<file path="src/design/stmf_pkg.sv">
package stmf_pkg;

   localparam int WINDOW   = 50;
   localparam int SAMPLE_W = 16;
   localparam int TRIM_W   = 6;
   localparam int AGE_W    = (WINDOW > 1) ? $clog2(WINDOW) : 1;
   localparam int CNT_W    = $clog2(WINDOW + 1);
   localparam int SUM_W    = SAMPLE_W + $clog2(WINDOW);
   localparam int LIM_W    = TRIM_W + 1;
   localparam int DCNT_W   = $clog2(SUM_W + 1);
   localparam int CSR_IDX_W = 1;

   localparam logic [TRIM_W-1:0] DROP_LO_RESET = TRIM_W'(10);
   localparam logic [TRIM_W-1:0] DROP_HI_RESET = TRIM_W'(10);

   localparam logic [CSR_IDX_W-1:0] CSR_DROP_LO = 1'b0;
   localparam logic [CSR_IDX_W-1:0] CSR_DROP_HI = 1'b1;

   // one window entry: sample value and how many words ago it arrived
   typedef struct packed {
      logic signed [SAMPLE_W-1:0] value;
      logic [AGE_W-1:0]           age;
   } entry_type;

   // left-to-right chain between cells
   typedef struct packed {
      logic del;  // oldest entry sits at or left of this cell
      logic gp;   // entry landing here after removal is above the new sample
   } link_type;

   typedef enum logic [1:0] {
      ST_IDLE,
      ST_SUM,
      ST_DIV,
      ST_HOLD
   } state_type;

endpackage

</file>
<file path="src/design/stmf_cell.sv">
module stmf_cell (
   input  logic                                 clock,
   input  logic                                 reset,
   input  logic                                 load,
   input  logic signed [stmf_pkg::SAMPLE_W-1:0] sample,
   input  logic [stmf_pkg::AGE_W-1:0]           index,
   input  logic [stmf_pkg::TRIM_W-1:0]          drop_lo,
   input  logic [stmf_pkg::TRIM_W-1:0]          drop_hi,
   input  stmf_pkg::entry_type                  left_ent,
   input  stmf_pkg::link_type                   left_link,
   input  stmf_pkg::entry_type                  right_ent,
   input  logic                                 right_gt,
   output stmf_pkg::entry_type                  ent,
   output stmf_pkg::link_type                   link,
   output logic                                 gt,
   input  logic signed [stmf_pkg::SUM_W-1:0]    acc_in,
   input  logic                                 tok_in,
   output logic signed [stmf_pkg::SUM_W-1:0]    acc_out,
   output logic                                 tok_out
);

   stmf_pkg::entry_type               ent_ff;
   stmf_pkg::entry_type               ent_in;
   stmf_pkg::entry_type               own_side;
   stmf_pkg::entry_type               left_side;
   logic                              oldest;
   logic                              keep;
   logic signed [stmf_pkg::SUM_W-1:0] acc_ff;
   logic signed [stmf_pkg::SUM_W-1:0] acc_in_sum;
   logic                              tok_ff;

   assign oldest   = (ent_ff.age == stmf_pkg::AGE_W'(stmf_pkg::WINDOW - 1));
   assign gt       = ($signed(ent_ff.value) > sample);
   assign link.del = left_link.del | oldest;
   assign link.gp  = link.del ? right_gt : gt;

   // window after removing the oldest entry, seen at this slot and at the one to the left
   assign own_side  = link.del ? right_ent : ent_ff;
   assign left_side = left_link.del ? ent_ff : left_ent;

   always_comb begin
      priority if (!link.gp) begin
         ent_in.value = own_side.value;
         ent_in.age   = own_side.age + 1'b1;
      end else if (!left_link.gp) begin
         ent_in.value = sample;
         ent_in.age   = '0;
      end else begin
         ent_in.value = left_side.value;
         ent_in.age   = left_side.age + 1'b1;
      end
   end

   always_ff @(posedge clock) begin
      if (reset) begin
         ent_ff.value <= '0;
         ent_ff.age   <= index;
      end else if (load) begin
         ent_ff <= ent_in;
      end
   end

   assign ent = ent_ff;

   // running sum moves one cell per cycle; only ranks inside the trims add in
   assign keep = (stmf_pkg::LIM_W'(index) >= stmf_pkg::LIM_W'(drop_lo)) &&
                 (stmf_pkg::LIM_W'(index) + stmf_pkg::LIM_W'(drop_hi) <
                  stmf_pkg::LIM_W'(stmf_pkg::WINDOW));

   assign acc_in_sum = acc_in + (keep ? stmf_pkg::SUM_W'($signed(ent_ff.value)) : '0);

   always_ff @(posedge clock) begin
      acc_ff <= acc_in_sum;
   end

   always_ff @(posedge clock) begin
      if (reset) begin
         tok_ff <= 1'b0;
      end else begin
         tok_ff <= tok_in;
      end
   end

   assign acc_out = acc_ff;
   assign tok_out = tok_ff;

endmodule

</file>
<file path="config.mk">
export PLATFORM = sky130hd
export DESIGN_NAME = stmf_cell
export DESIGN_NICKNAME = d
export VERILOG_FILES = /design/src/design/stmf_pkg.sv /design/src/design/stmf_cell.sv
export SDC_FILE = /design/constraint.sdc
export NUM_CORES = 1
export LEC_CHECK = 0
export BUFFER_PORTS_ARGS = -buffer_cell sky130_fd_sc_hd__clkbuf_2
export CORE_MARGIN = 4
export CORE_UTILIZATION = 30
export CTS_CLUSTER_DIAMETER = 50
export DETAILED_ROUTE_END_ITERATION = 7
export PLACE_DENSITY = 0.6
export REMOVE_ABC_BUFFERS = 1
export SETUP_SLACK_MARGIN = 0.5
export SYNTH_ARGS = -nofsm -noshare
export SYNTH_HDL_FRONTEND = slang
export SYNTH_SLANG_ARGS = --single-unit
</file>
<file path="constraint.sdc">
create_clock -name clock -period 5.9 [get_ports clock]
set_input_delay 0.295 -clock clock [delete_from_list [all_inputs] [get_ports clock]]
set_output_delay 0.295 -clock clock [all_outputs]
set_load 0.01 [all_outputs]
</file>
==> flow_summary.yaml <==
run_status:
  status: "complete, no violations"
cells_and_area:
  drive_above_1_share: 0.285
  multiInputGateArea_mm2: 0.00289
  final_cell_mix: "154 x clkbuf_2, 61 x nor2_1, 50 x ha_1"
  final_cells: 824
  seqCellArea_um2: 961
  finalNetCount: 806
  final_common_cell: "clkbuf_2"
  fillCellCount: 1391
  syn_to_final_growth_pct: 26.8
  antenna_cells: 0
synthesis:
  synthCells: 505
  ys_dominant_reg_cell: "dfxtp_1"
  synthArstFlopShare: 0
  ys_seq_elements: 45
  syn_area_mm2: 0.00408
  avgSynthCellArea_um2: 8.09
  synth_edf_count: 6
  yosys_warnings: 0
  ys_types: 61
  yosysSeqAreaShare: 0.235
placed_design:
  gp_congestion: 0.840
  dp.cells: 816
  dp_hpwl_um: 10500
  port_buffers: 154
worst_setup_path:
  end_kind: "flip-flop"
  crit_path_cell_trace: "clkbuf_2 -> inv_1 -> fa_1 -> nand2b_1 -> a21oi_1 -> xnor2_1 -> a311oi_1 -> a2111oi_2 -> and2_1 -> ha_1 -> inv_1 -> fa_1 -> nor2b_1 -> o211ai_1 -> a21boi_0 -> a21oi_1 -> a21oi_1 -> a221oi_1 -> a21oi_1 -> xor2_1"
  setup.worst_path.class: "input pin to flip-flop"
  r2r_cells: 9
  critPathMostFrequentCell: "a21oi_1"
  timing.rr.end: "ent[5]"
  timing.rr.start: "ent[2]"
  arrival_ps: 4830
  cp-startpoint: "index[1]"
  startpoint_type: "input pin"
  crit_fanout: 11
  cp_slowest_cell: "a2111oi_2"
  worstPathRequired_ps: 6110
  reg2reg_slack_ps: 2970
  cp-endpoint: "acc_out[20]"
  slowest_delay_ps: 900
clock_tree:
  cts_buffer_depth: 2
  cts-resized-gates: 0
  cts_tree: "yes"
  clk_pin_slew_worst_paths_ps: 70
  hold_buffers: 0
  cts-root-buf: "clkbuf_16"
  cts_setup_buffers: 0
  cts_num_sinks: 45
  htreeDepth: 2
  clock_latency_ps: 280
  cts_buffers: 5
grt:
  antenna_found_initial: 1
  grt_pass1_vias: 4217
  grt_start_max_net_pins: 35
  grt_use_total: 0.162
  grt-ovfl-total: 0
  grt_pass1_wl_um: 20700
floorplanning:
  rows: 42
  ios: 155
  coreArea_mm2: 0.0133
  die_h_um: 125
  die_area_mm2: 0.0155
  initial_core_util: 0.307
  die_w_um: 125
routing:
  routedWlPerCell_um: 15.7
  num_vias: 4103
  drc: 0
  drt_iter0_drc: 179
  drt_first_pass_iters: 4
  drt_wl_total_um: 12900
  ant_nets: 0
  viasPerCell: 4.98
worst_hold_path:
  hp-class: "input pin to flip-flop"
sta:
  slew_headroom: 0.293
  period_needed_ps: 4620
  worst_pin_slew_ps: 1060
  fin_setup_tns_ps: 0
  drv_slew: 0
  fmax_mhz: 217
  skew_ps: 6.53
  rsz0062_at_grt: "false"
  setup_violations: 0
  holdWs_ps: 246
  hold_viol: 0
  fin_crit_sh: 0.782
pwr:
  ir_drop_uv: 117
  power_uw: 1100
  p_per_area_mw_per_mm2: 212
  leakagePower_uw: 0.00259
flow_run:
  maxCapViolCount: 0
[state kept, by name (all words and copies together), names as in the netlist]
| signal | cells |
|---|---|
| acc_out | 22 |
| ent | 22 |
| tok_out | 1 |
[through the flow]
step                      area (um2)  utilization  setup WS [ps]
after floorplan                 3990            -           1870
after global placement          5020        0.377           1190
after detailed placement        5020        0.377            917
after CTS                       5180        0.390           1200
after global routing            5180        0.390            799
final                           5180        0.390           1280
[power breakdown]
| part | switching, uW | internal [uW] |
|---|---|---|
| combinational | 224 | 181 |
| sequential | 33.9 | 354 |
| clock | 123 | 184 |
[Yosys cell counts, types with 13 or more instances]
cell | count | area [um2]
a2bb2oi_1 | 15 | 131
nand2_1 | 25 | 93.8
nor2_1 | 61 | 229
a21oi_1 | 44 | 220
dfxtp_1 | 39 | 781
xnor2_1 | 18 | 158
a211oi_1 | 34 | 255
clkbuf_1 | 17 | 63.8
and2_1 | 19 | 119
inv_1 | 37 | 139
xor2_1 | 13 | 114
ha_1 | 50 | 626
[area by class of cell]
cell class / count / area share
clock buffer: 7 / 0.0297
clock inverter: 1 / 0.00169
inverter: 39 / 0.0283
multi-input combinational: 398 / 0.558
sequential: 45 / 0.186
tap: 176 / 0.0425
timing repair buffer: 158 / 0.155
[worst max-delay path: cells and delay by family]
family	cells	cell delay, ps
adder cells (fa/ha/maj)	3	1040
XOR/XNOR	2	300
AO/OA/AOI/OAI	9	2330
buffers and inverters	3	240
AND/OR/NAND/NOR	3	600
[cell families (layout without fill, tap and decap cells)]
logic type	after synthesis	in the layout	synth area share
DFF	45	45	0.235
adders and majority gates	52	52	0.163
AOI/OAI and AO/OA	149	149	0.257
xor gates and xnor gates	31	31	0.0665
muxes	12	12	0.0337
buffers and inverters	62	205	0.0588
and+or+nand+nor	154	154	0.185
[worst min-delay path by stage]
stage | from | end | slack (ps) | depth (start not counted)
floorplan | reset | tok_out | 370 | 1
global placement | ent[21] | ent[21] | 530 | 2
detailed placement | acc_in[0] | acc_out[0] | 540 | 2
CTS | acc_in[0] | acc_out[0] | 250 | 2
global route | tok_in | tok_out | 260 | 2
finish | tok_in | tok_out | 250 | 2
[layer usage]
layer | global-route usage | part of all wire | wire, um
met4 | 0.0297 | 0.0088 | 114
met5 | 0 | 0.0010 | 13
met3 | 0.0472 | 0.077 | 991
met1 | 0.202 | 0.44 | 5660
met2 | 0.279 | 0.48 | 6140
No activity file was read; power rests on OpenSTA's default activity.
