File: src/design/stmf_pkg.sv
package stmf_pkg;

   localparam int WINDOW   = 50;
   localparam int SAMPLE_W = 16;
   localparam int TRIM_W   = 6;
   localparam int AGE_W    = (WINDOW > 1) ? $clog2(WINDOW) : 1;
   localparam int CNT_W    = $clog2(WINDOW + 1);
   localparam int SUM_W    = SAMPLE_W + $clog2(WINDOW);
   localparam int LIM_W    = TRIM_W + 1;
   localparam int DCNT_W   = $clog2(SUM_W + 1);
   localparam int CSR_IDX_W = 1;

   localparam logic [TRIM_W-1:0] DROP_LO_RESET = TRIM_W'(10);
   localparam logic [TRIM_W-1:0] DROP_HI_RESET = TRIM_W'(10);

   localparam logic [CSR_IDX_W-1:0] CSR_DROP_LO = 1'b0;
   localparam logic [CSR_IDX_W-1:0] CSR_DROP_HI = 1'b1;

   // one window entry: sample value and how many words ago it arrived
   typedef struct packed {
      logic signed [SAMPLE_W-1:0] value;
      logic [AGE_W-1:0]           age;
   } entry_type;

   // left-to-right chain between cells
   typedef struct packed {
      logic del;  // oldest entry sits at or left of this cell
      logic gp;   // entry landing here after removal is above the new sample
   } link_type;

   typedef enum logic [1:0] {
      ST_IDLE,
      ST_SUM,
      ST_DIV,
      ST_HOLD
   } state_type;

endpackage

File: src/design/stmf_div.sv
module stmf_div (
   input  logic                                 clock,
   input  logic                                 reset,
   input  logic                                 start,
   input  logic signed [stmf_pkg::SUM_W-1:0]    dividend,
   input  logic [stmf_pkg::CNT_W-1:0]           divisor,
   output logic                                 done,
   output logic signed [stmf_pkg::SAMPLE_W-1:0] quotient
);

   logic [stmf_pkg::SUM_W-1:0]  mag;
   logic [stmf_pkg::SUM_W-1:0]  dvd_ff;
   logic [stmf_pkg::SUM_W-1:0]  dvd_in;
   logic [stmf_pkg::CNT_W-1:0]  rem_ff;
   logic [stmf_pkg::CNT_W-1:0]  rem_in;
   logic [stmf_pkg::CNT_W-1:0]  den_ff;
   logic [stmf_pkg::CNT_W:0]    shifted;
   logic [stmf_pkg::CNT_W:0]    diff;
   logic                        fits;
   logic                        neg_ff;
   logic [stmf_pkg::DCNT_W-1:0] cnt_ff;
   logic                        busy_ff;
   logic                        done_ff;
   logic [stmf_pkg::SAMPLE_W-1:0] qmag;

   assign mag = dividend[stmf_pkg::SUM_W-1] ? stmf_pkg::SUM_W'(-dividend)
                                            : stmf_pkg::SUM_W'(dividend);

   // restoring step: one quotient bit per cycle, shifted into the dividend register
   assign shifted = {rem_ff, dvd_ff[stmf_pkg::SUM_W-1]};
   assign diff    = shifted - {1'b0, den_ff};
   assign fits    = (shifted >= {1'b0, den_ff});
   assign rem_in  = fits ? diff[stmf_pkg::CNT_W-1:0] : shifted[stmf_pkg::CNT_W-1:0];
   assign dvd_in  = {dvd_ff[stmf_pkg::SUM_W-2:0], fits};

   always_ff @(posedge clock) begin
      if (start) begin
         dvd_ff <= mag;
         rem_ff <= '0;
         den_ff <= divisor;
         neg_ff <= dividend[stmf_pkg::SUM_W-1];
      end else if (busy_ff) begin
         dvd_ff <= dvd_in;
         rem_ff <= rem_in;
      end
   end

   always_ff @(posedge clock) begin
      if (reset) begin
         busy_ff <= 1'b0;
         cnt_ff  <= '0;
         done_ff <= 1'b0;
      end else begin
         done_ff <= 1'b0;
         if (start) begin
            busy_ff <= 1'b1;
            cnt_ff  <= stmf_pkg::DCNT_W'(stmf_pkg::SUM_W);
         end else if (busy_ff) begin
            cnt_ff <= cnt_ff - 1'b1;
            if (cnt_ff == stmf_pkg::DCNT_W'(1)) begin
               busy_ff <= 1'b0;
               done_ff <= 1'b1;
            end
         end
      end
   end

   assign qmag     = dvd_ff[stmf_pkg::SAMPLE_W-1:0];
   assign quotient = neg_ff ? $signed(stmf_pkg::SAMPLE_W'(-qmag)) : $signed(qmag);
   assign done     = done_ff;

endmodule

File: config.mk
export PLATFORM = sky130hd
export DESIGN_NAME = stmf_div
export DESIGN_NICKNAME = d
export VERILOG_FILES = /design/src/design/stmf_pkg.sv /design/src/design/stmf_div.sv
export SDC_FILE = /design/constraint.sdc
export NUM_CORES = 1
export LEC_CHECK = 0
export BUFFER_PORTS_ARGS = -buffer_cell sky130_fd_sc_hd__buf_4
export CAP_MARGIN = 20
export CORE_UTILIZATION = 30
export DETAILED_ROUTE_END_ITERATION = 6
export PLACE_DENSITY_LB_ADDON = 0.15
export SETUP_SLACK_MARGIN = 0.3
export SLEW_MARGIN = 20
export SYNTH_ARGS = -nofsm -noshare
export SYNTH_HDL_FRONTEND = slang
export SYNTH_SLANG_ARGS = --single-unit
File: constraint.sdc
create_clock -name clock -period 5.39 [get_ports clock]
set_input_delay 0.8085 -clock clock [delete_from_list [all_inputs] [get_ports clock]]
set_output_delay 0.8085 -clock clock [all_outputs]
set_load 0.05 [all_outputs]
==> results.sh <==
export IMPL_root_buffer="clkbuf_8"
export IMPL_startpoint_type="flop"
export IMPL_grt_pass1_wl_um=9977
export IMPL_avgRoutedWirePerCell_um=13.18
export IMPL_cts_sinks=42
export IMPL_die_area_um2=9694
export IMPL_antenna_found_initial=0
export IMPL_io_pins=48
export IMPL_endpoint_kind="primary output"
export IMPL_synthCells=300
export IMPL_fp_row_count=34
export IMPL_avgViaCountPerCell=4.875
export IMPL_portBuffers=47
export IMPL_gr_usage_all_layers=0.1265
export IMPL_slew_viol_final=0
export IMPL_grt_pass1_vias=2112
export IMPL_hold_end="rem_ff[2]"
export IMPL_syn_num_nets=343
export IMPL_grt_max_degree=70
export IMPL_yosysUniqueCellTypes=47
export IMPL_fin_tns_setup_ps=0
export IMPL_r2r_setup_slack_ps=3200
export IMPL_r2r_cells=7
export IMPL_hp_class="reg2reg"
export IMPL_outcome="complete, but fails checks"
export IMPL_ir_worst_vdd_mv=0.1119
export IMPL_die_y_um=98.46
export IMPL_ys_seq_elements=42
export IMPL_cts_made_buffers=5
export IMPL_min_period_over_period=0.5947
export IMPL_drive_gt1_frac=0.1965
export IMPL_fin_cells=449
export IMPL_finalWirelength_um=5920
export IMPL_p_leak_uw=0.001323
export IMPL_first_pass_iters=6
export IMPL_postSynthAreaPerCell_um2=9.305
export IMPL_drt_iter0_drc=82
export IMPL_ant_nets=0
export IMPL_rsz0062_at_grt="false"
export IMPL_n_antenna_cell=0
export IMPL_synthDominantCellAreaShare=0.3120
export IMPL_via_count=2189
export IMPL_clk_path_buf_depth=2
export IMPL_clock_latency_ps=290
export IMPL_ys_warn_count=0
export IMPL_holdPathStages=2
export IMPL_h_tree_depth=2
export IMPL_min_delay_start="rem_ff[2]"
export IMPL_routabilityCongestion=0.7598
export IMPL_cts_tree="yes"
export IMPL_period_needed_ps=3206
export IMPL_synthesis_area_um2=2791
export IMPL_critPathArrivalTime_ps=2400
export IMPL_drcViolationCount=5
export IMPL_yosysTopAreaCell="edfxtp_1"
export IMPL_dpl_hpwl_um=4327
export IMPL_worst_pin_slew_ps=757.0
export IMPL_max_slew_margin_rel=0.4907
export IMPL_synth_seq_area_share=0.4052
export IMPL_fin_nets=383
export IMPL_grt_overflow=0
export IMPL_area_growth_pct=20.17
export IMPL_r2r_start="den_ff[3]"
export IMPL_final_hold_viol_count=0
export IMPL_ys_top_cells_by_area="edfxtp_1 (31%), dfxtp_1 (9.3%), xnor2_1 (6.3%), xor2_1 (6.0%), nor2_1 (5.4%)"
export IMPL_cts_clk_slew_worst_paths_ps=80
export IMPL_cts_setup_buffers=0
export IMPL_finalClockSkew_ps=4.833
export IMPL_violations="design-rule violations"
export IMPL_worstPathRequired_ps=4580
export IMPL_ctsHoldBuffers=0
export IMPL_crit_type="reg2out"
export IMPL_worst_r2r_endpoint="rem_ff[0]"
export IMPL_crit_path_start="dvd_ff[5]"
export IMPL_max_freq_mhz=311.9
export IMPL_cap_violations=0
export IMPL_dp_cells=441
export IMPL_floorplan_initialDensity=0.3155
export IMPL_core_um2=8848
export IMPL_die_x_um=98.46
export IMPL_cp_max_fo=4
export IMPL_p_per_area_nw_per_um2=298.6
export IMPL_cts_resized=0
export IMPL_finalSetupViolCount=0
[report_power, final]
group / internal, uW / switching (uW)
registers: 383 / 31.6
clock network: 160 / 111
logic: 122 / 194
[how the worst max path moves through the flow]
stage | cells past startpoint | to
5_1_grt | 6 | quotient[15]
2_1_floorplan | 5 | quotient[15]
3_5_place_dp | 6 | quotient[15]
4_1_cts | 6 | quotient[15]
6_report | 6 | quotient[15]
3_3_place_gp | 6 | quotient[15]
[registers in the layout, indices dropped and copies added (netlist names)]
signal   cells
dvd_ff      22
den_ff       6
rem_ff       6
cnt_ff       5
busy_ff      1
done         1
neg_ff       1
[cells by family after synthesis]
group	share of synthesized area
AO/OA/AOI/OAI	0.1475
XOR/XNOR	0.1224
adder cells (fa/ha/maj)	0.05648
buffers and inverters	0.04213
flip-flops	0.4052
multiplexers	0.02510
AND/OR/NAND/NOR	0.2013
[per-layer routing]
metal,part of all wire,vias up,global-route usage
met5,0,-,0
met1,0.49,992,0.1685
li1,-,1150,-
met4,0.0084,0,0.03215
met2,0.47,41,0.2102
met3,0.038,6,0.02624
[worst max-delay path: stages (launching register included)]
cell and delay, ps:
edfxtp_1 450, or3_4 430, or3_4 390, or2_4 260
o41ai_4 210, xnor2_1 150, buf_4 210
[cell usage after synthesis, drive strengths merged]
cell	number
edfxtp	29
nor2	40
a21o	1
buf	1
clkbuf	13
nand4	2
inv	16
or3b	2
o211ai	1
o41ai	4
dfxtp	13
nand3b	1
and2	1
nand3	8
nand4b	2
ha	11
o211a	1
nor4b	2
mux2i	7
or4b	3
nor3	6
nand2	17
a221oi	1
nand2b	5
nor4	5
or4	1
xnor2	20
o2111ai	1
xor2	19
o21ai	13
nor2b	5
or2	2
o41a	1
o31ai	6
o22ai	1
o311ai	2
a21oi	25
or3	5
a211oi	6
fa	1
[cells in the final DEF (no fill, tap or decap), types with 2 or more instances in the layout]
master	instances
a211oi_1	6
clkbuf_16	2
edfxtp_1	29
ha_1	11
or4b_2	3
nand2_1	17
nor4_1	5
o31ai_1	6
nand4_1	2
a21oi_1	25
or3_4	3
nand3_1	8
inv_1	16
o41ai_1	3
nor4b_1	2
clkbuf_8	6
nand2b_1	5
nor3_1	5
mux2i_1	7
dfxtp_1	13
nor2_1	40
buf_4	47
nand4b_1	2
nor2b_1	5
xor2_1	19
o311ai_0	2
o21ai_0	13
xnor2_1	20
[through the flow]
step / area [um^2] / setup WS, ps / hold WS [ps] / power (uW) / utilization
2_1_floorplan: 2791 / 2449 / 475.2 / 646.6 / -
3_3_place_gp: 3222 / 2542 / 496.0 / 738.1 / 0.3641
3_5_place_dp: 3222 / 2495 / 502.9 / 740.0 / 0.3641
4_1_cts: 3354 / 2157 / 515.9 / 1019 / 0.3791
5_1_grt: 3354 / 2046 / 538.6 / 1062 / 0.3791
6_report: 3354 / 2184 / 510.6 / 1002 / 0.3791
[area by class of cell]
type | instances | area [um^2]
Fill cell | 915 | 5494
Multi-Input combinational cell | 228 | 1543
Sequential cell | 42 | 1131
Timing Repair Buffer | 47 | 352.8
Tap cell | 108 | 135.1
Clock buffer | 8 | 132.6
Inverter | 16 | 60.06
Power figures use the tool's default switching activity.
